**config.mk**
```make
export PLATFORM = sky130hd
export DESIGN_NAME = bilhi_mod
export DESIGN_NICKNAME = d
export VERILOG_FILES = /design/src/hw/rtl/assert_macros.svh /design/src/hw/rtl/bilhi_pkg.sv /design/src/hw/rtl/bilhi_mod.sv
export SDC_FILE = /design/constraint.sdc
export NUM_CORES = 1
export LEC_CHECK = 0
export BUFFER_PORTS_ARGS = -buffer_cell sky130_fd_sc_hd__buf_2
export CAP_MARGIN = 20
export CORE_MARGIN = 2
export CORE_UTILIZATION = 42
export CTS_CLUSTER_SIZE = 16
export DETAILED_ROUTE_END_ITERATION = 10
export GPL_ROUTABILITY_DRIVEN = 1
export REMOVE_ABC_BUFFERS = 1
export SYNTH_ARGS = -nofsm -noshare
export SYNTH_HDL_FRONTEND = slang
export SYNTH_SLANG_ARGS = --single-unit
```
**constraint.sdc**
```tcl
create_clock -name clk_i -period 26.1 [get_ports clk_i]
set_input_delay 2.61 -clock clk_i [delete_from_list [all_inputs] [get_ports clk_i]]
set_output_delay 2.61 -clock clk_i [all_outputs]
set_load 0.03 [all_outputs]
```
**src/hw/rtl/assert_macros.svh**
```systemverilog
// assertion helpers shared by the rtl
`ifndef ASSERT_MACROS_SVH
`define ASSERT_MACROS_SVH

`ifndef SYNTHESIS

// antecedent implies consequent in the same cycle
`define ASSERT_IMPL(name, clk, rst_n, ante, cons) \
  name: assert property (@(posedge clk) disable iff (!(rst_n)) (ante) |-> (cons)) \
    else $error("assertion failed: implication");

// condition never holds
`define ASSERT_NEVER(name, clk, rst_n, cond) \
  name: assert property (@(posedge clk) disable iff (!(rst_n)) !(cond)) \
    else $error("assertion failed: forbidden condition");

`else

`define ASSERT_IMPL(name, clk, rst_n, ante, cons)
`define ASSERT_NEVER(name, clk, rst_n, cond)

`endif

`endif

```
**src/hw/rtl/bilhi_pkg.sv**
```systemverilog
package bilhi_pkg;

  // fixed field widths
  localparam int unsigned ID_W    = 32;
  localparam int unsigned DATA_W  = 32;
  localparam int unsigned OP_W    = 2;
  localparam int unsigned LIMIT_W = 9;
  localparam int unsigned COUNT_W = 9;

  // defaults
  localparam int unsigned CAPACITY_DEF    = 256;
  localparam int unsigned MODULUS_DEF     = 211;
  localparam int unsigned LIMIT_RESET_VAL = 256;

  // operation codes
  typedef enum logic [OP_W-1:0] {
    OP_ADD    = 2'd0,
    OP_REMOVE = 2'd1,
    OP_LOOKUP = 2'd2,
    OP_NONE   = 2'd3
  } op_e;

  // sequencer states
  typedef enum logic [2:0] {
    ST_IDLE,
    ST_MOD,
    ST_ADD,
    ST_SCAN,
    ST_LOOK,
    ST_LOOK_WAIT,
    ST_RESP
  } state_e;

endpackage

```
**src/hw/rtl/bilhi_mod.sv**
```systemverilog
module bilhi_mod import bilhi_pkg::*; #(
  parameter int unsigned MODULUS = MODULUS_DEF,
  localparam int unsigned SW = $clog2(MODULUS)
) (
  input  logic            clk_i,
  input  logic            rst_ni,
  input  logic            start_i,
  input  logic [ID_W-1:0] value_i,
  output logic            done_o,
  output logic [SW-1:0]   rem_o
);

  // floor(2^32 / MODULUS): the quotient estimate is exact or one short
  localparam logic [2*ID_W-1:0] RECIP_WIDE = (64'd1 << ID_W) / 64'(MODULUS);
  localparam logic [ID_W-1:0]   RECIP      = RECIP_WIDE[ID_W-1:0];
  localparam logic [ID_W-1:0]   MOD_W      = ID_W'(MODULUS);

  // step codes of the sequencer
  localparam logic [1:0] PH_IDLE = 2'd0;
  localparam logic [1:0] PH_FIX  = 2'd1;
  localparam logic [1:0] PH_REM  = 2'd2;
  localparam logic [1:0] PH_QUOT = 2'd3;

  logic [1:0]        ph_q, ph_d;
  logic              done_q, done_d;
  logic [ID_W-1:0]   val_q, val_d;
  logic [ID_W-1:0]   acc_q, acc_d;
  logic [ID_W-1:0]   mul_a, mul_b;
  logic [2*ID_W-1:0] prod;

  // one shared multiplier for quotient estimate and remainder, then one correction
  always_comb begin
    mul_a  = (ph_q == PH_QUOT) ? val_q : acc_q;
    mul_b  = (ph_q == PH_QUOT) ? RECIP : MOD_W;
    prod   = (2*ID_W)'(mul_a) * (2*ID_W)'(mul_b);
    val_d  = val_q;
    acc_d  = acc_q;
    ph_d   = ph_q;
    done_d = 1'b0;
    if (start_i) begin
      val_d = value_i;
      ph_d  = PH_QUOT;
    end else begin
      unique case (ph_q)
        PH_QUOT: begin
          acc_d = prod[2*ID_W-1:ID_W];
          ph_d  = PH_REM;
        end
        PH_REM: begin
          // true remainder plus at most one modulus
          acc_d = val_q - prod[ID_W-1:0];
          ph_d  = PH_FIX;
        end
        PH_FIX: begin
          acc_d  = (acc_q >= MOD_W) ? (acc_q - MOD_W) : acc_q;
          ph_d   = PH_IDLE;
          done_d = 1'b1;
        end
        PH_IDLE: begin
          ph_d = PH_IDLE;
        end
      endcase
    end
  end

  // step counter and done flag
  always_ff @(posedge clk_i or negedge rst_ni) begin
    if (!rst_ni) begin
      ph_q   <= PH_IDLE;
      done_q <= 1'b0;
    end else begin
      ph_q   <= ph_d;
      done_q <= done_d;
    end
  end

  // datapath
  always_ff @(posedge clk_i) begin
    val_q <= val_d;
    acc_q <= acc_d;
  end

  assign done_o = done_q;
  assign rem_o  = acc_q[SW-1:0];

endmodule

```
* After elaboration in Yosys (flattened, before gate mapping) *
Cells that the tools add are included.

operators by class
  add/sub/neg operators = 2
  bitwise logic cells = 1
  div/mod/pow operators = 0
  multiplexer cells = 8
  multiply operators = 1
  reduce and logical (&&, ||, !) cells = 4
  equal/unequal tests = 4
  order comparisons = 1
  shift operators = 0

operator list
  operator                                                                 number
  32-bit case mux with 3 select lines                                      1
  32-bit 2-to-1 mux                                                        2
  32-bit by 25-bit multiplier with 57-bit output                           1
  32-bit by 8-bit >= comparator with 1-bit output (second input constant)  1
  32-bit subtractor                                                        1
  32-bit by 8-bit subtractor with 32-bit output (second input constant)    1
  25-bit 2-to-1 mux                                                        1
  2-bit case mux with 3 select lines                                       1
  2-bit equality test (second input constant)                              2
  3-bit AND reduction                                                      1
  3-bit nonzero test                                                       1
  2-bit by 1-bit equality test with 1-bit output (second input constant)   1
  2-bit logical NOT                                                        1
  1-bit 2-to-1 mux                                                         2
  2-bit 2-to-1 mux                                                         1
  2-bit inequality test (second input constant)                            1
  2-bit OR reduction                                                       1
  1-bit NOT                                                                1

word-level totals
  bits of input ports = 35
  memories kept = 0
  logic and storage cells = 25
  memory bits (read-only) = 0
  flip-flop bits (word level) = 67
  bits in latches = 0
  output and inout port bits = 9
  bits in writable memories = 0

* Logic depth before layout (Yosys ltp) *
  word-level depth = 5
  gate-level depth with buffers = 38
  depth with buffers taken out = 36

* Worst setup path before layout *
Ideal clock, no wire load.

  path type = reg2reg
  from = reg ph_q[0]
  to = reg acc_q[29] (data pin)
  data required time = 25.841 ns
  cell stages (with the launch flop) = 33
  setup slack = 17.210 ns
  buffers on the path = 4
  arrival = 8.631 ns
  library setup time = 0.259 ns
  period minus slack after synthesis = 8.890 ns
  cell sequence = dfrtp_1 ha_1 clkbuf_1 clkbuf_1 clkbuf_1 clkbuf_1 nand2_1 fa_1 inv_1 fa_1 inv_1 fa_1 fa_1 inv_1 fa_1 fa_1 inv_1 fa_1 inv_1 ha_1 nand4_1 or4_1 a311oi_1 nor2_1 xor2_1 ha_1 a21o_1 a21oi_1 nor2b_1 a311o_1 a21oi_1 nor4b_1 a211o_1

on the way
  cells in the longest elaborated chain, start to end = 5
  elaborated cells on any way between the ends = 8
  classes of those cells = add/sub (1); mul (1); eq/ne (3); mux (3)

ends and longest elaborated chain
  item                                                    RTL line                                           source
  from (decl)                                             bilhi_mod.sv:24                                    logic [1:0] ph_q, ph_d;
  from (signal assigned)                                  bilhi_mod.sv:72                                    ph_q <= ph_d;
  2-bit equality test                                     bilhi_mod.sv:33, bilhi_mod.sv:34, bilhi_mod.sv:44
  32-bit 2-to-1 mux or 25-bit 2-to-1 mux (tied branches)  bilhi_mod.sv:33, bilhi_mod.sv:34
  32-bit by 25-bit multiplier with 57-bit output          bilhi_mod.sv:35                                    prod = (2*ID_W)'(mul_a) * (2*ID_W)'(mul_b);
  32-bit subtractor                                       bilhi_mod.sv:51                                    acc_d = val_q - prod[ID_W-1:0];
  32-bit case mux with 3 select lines *                   bilhi_mod.sv:44                                    unique case (ph_q)
  to (signal assigned)                                    bilhi_mod.sv:80                                    acc_q <= acc_d;
  to (decl)                                               bilhi_mod.sv:27                                    logic [ID_W-1:0] acc_q, acc_d;

Mark *: on every way between the ends. The rest lies on a longest branch, timed or not.
A chain may end at the register's enable or synchronous reset.

* Final worst setup path *
Same ends and word-level chain as after synthesis.

==> metrics.txt <==
outcome completed; WP data required roughly 26 ns; initial antenna violation count 0; WL final 65540 um; worst reg2reg path depth 29; Synth-to-Final Area Change 5.589%; Final Skew 0.01156 ns; GR Layer Usage met2 41.89%; clock tree from TritonCTS done; post-route ant nets 0; Critical Path Fanout Max 38; Setup CP Type flip-flop to flip-flop; detail-routed via count per cell roughly 5.4; routability cong. around 0.99; Detail Placement HPWL 57850 um; Post-CTS Setup Inserts 0; # IOs 44; final hold vios 0; CTS sink cnt 67; H-tree depth 3; ant diodes 0; initial core utilization 42.29%; most common flop cell mapped by yosys edfxtp_1; YS warnings 0; first-pass GRT wire length just over 100000 um; sequential share of the synthesized area 9.470%; TritonCTS Buffers 9; Worst Hold Depth 2; Mean Syn Cell Area around 9.4 sq um; vias in the first global route 16640; DRC Markers 0; FF-to-FF Start ph_q[0]; pin count of the biggest net entering global routing 39; RR Endpoint acc_q[29]; drt wl/cell 22.28 um; Fillers approximately 5000; HP Class flip-flop to flip-flop; DR iter-0 viols between 1000 and 1500; largest area contributor in the netlist fa_1; Crit. End Element flip-flop; Max Cap Viol 0; root buffer cell clkbuf_16; most frequent CP cell fa_1; Synth Register Bits 67; Worst Hold Endpoint acc_q[27]; delay of the slowest critical-path stage 0.82 ns; DR vias roughly 16000; DR pass1 iterations 5; hold path start acc_q[27]; r2r setup slk between 15 and 20 ns; most numerous cell in the Yosys netlist inv_1; M3 GR Usage 3.625%; Die H 228.1 um; Cell Area, Synth around 0.021 sq mm; Max-slew headroom ~30%; Die X 228.1 um; most instantiated cells after synthesis 606 x inv_1, 358 x fa_1, 315 x ha_1; global route hottest layer met2; PortBufs between 40 and 50; GRT Util Overall roughly a quarter; Worst-Margin Slew 1.045 ns; met1 Usage GRT between 30% and 40%; arrival time at the worst endpoint 10.51 ns; Synth Instances around 2200; layout cell share with drive strength beyond 1 approximately 5.0%; Clk Latency, worst-skew pair 0.36 ns; NumNets Final 2972; max-slew violations 0; Clock transition at path regs roughly 0.060 ns; grt total ovfl 0; Async SR Flop Fraction 4.478%; startpoint types flip-flop; Rows 82; die area roughly 0.052 sq mm; count of cell types in the netlist ~90; Fmax 96.18 MHz; final setup fails 0; largest cells by area after synthesis fa_1 34%, ha_1 19%, inv_1 11%; clock buffer depth 2; min cycle time layout between 10 and 15 ns; slowest CP cell a311oi_1; EDFF count, synth 64; RSZ-0062 raised after global routing no; core area 0.04986 sq mm; CTS resizes 0; Setup TNS 0 ns; Yosys top cell area share approximately 34%; quantity of hold-fixing buffers added after cts 0; period utilisation layout roughly two fifths
## worst max-delay path: cells and delay by family (launching register included)
kind / cells / cell delay, ns
adders and majority gates: 8 / 3.47
AOI/OAI and AO/OA: 8 / 2.87
DFF: 1 / 0.40
and+or+nand+nor: 7 / 1.72
xor gates and xnor gates: 1 / 0.27
buffers and inverters: 5 / 1.36
## registers in the layout, summed over array words and instances, names as in the netlist
| register | flops |
|---|---|
| acc_q | 32 |
| val_q | 32 |
| ph_q | 2 |
| done_o | 1 |
## how the worst max path moves through the flow
stage | depth (start not counted) | from | slack (ns) | endpoint
floorplan | 29 | ph_q[0] | 17.38 | acc_q[29]
global placement | 29 | ph_q[0] | 16.10 | acc_q[29]
detailed placement | 29 | ph_q[0] | 16.01 | acc_q[29]
CTS | 29 | ph_q[0] | 15.92 | acc_q[29]
global route | 29 | ph_q[1] | 15.25 | acc_q[29]
finish | 29 | ph_q[0] | 15.70 | acc_q[29]
## metal layers
metal	vias to the layer above	part of all wire, %
met5	-	0
met2	570	47
met3	125	6.1
met4	0	3.5
li1	7229	-
met1	7946	44
## placed cells by master (no fill, tap or decap), types with 4 or more instances in the layout
cell type	n
nand3_1	33
a211oi_1	7
a221oi_1	9
xnor2_1	83
nor4b_1	4
nand4_1	24
o21bai_1	9
o211ai_1	11
a21o_1	48
xor2_1	42
and3_1	6
buf_4	10
clkinv_1	4
nor3b_1	8
clkbuf_16	9
or4_1	5
a21oi_1	116
o21a_1	12
inv_1	606
o21ai_0	55
a211o_1	4
or2_2	7
nand2b_1	7
nor2_1	69
mux2i_1	5
nor4_1	8
mux2_2	15
a31oi_1	10
nand2_1	120
buf_2	44
edfxtp_1	64
a22oi_1	4
nor3_1	20
o22ai_1	9
and2_1	9
o21ai_1	11
ha_1	314
nor2b_1	12
fa_1	358
## per-stage QoR
stage                     hold slack (ns)  util (%)  worst slack [ns]  area [sq um]  std cells
after floorplan                    0.6554         -             17.38         20780       2199
after global placement             0.7220     43.96             16.10         21920       2924
after detailed placement           0.7561     43.97             16.01         21930       2925
after CTS                          0.7652     44.66             15.92         22270       2941
after global routing               0.7980     44.66             15.25         22270       2941
final                              0.7652     44.66             15.70         22270       2941
## logic make-up after synthesis
kind of cell	count (synthesis)	synth area share [%]
compound gates	354	11.16
fa+ha+maj	673	52.68
simple gates	352	8.194
mux	20	1.038
xor+xnor	125	5.192
buf+inv	655	12.27
flops	67	9.470
## layout make-up
class                   instances  area [sq um]  area share, %
clock buffers                   9         225.2          1.011
clock inverters                 7         115.1         0.5170
inverters                     608          2282          10.25
multi-input cells            1524         16510          74.15
flip-flops and latches         67          1997          8.968
well taps                     672         840.8          3.776
repair buffers                 54         295.3          1.326
Power is not shown: default switching activity piles up to over one toggle a cycle in this logic, so the estimate is an artifact.
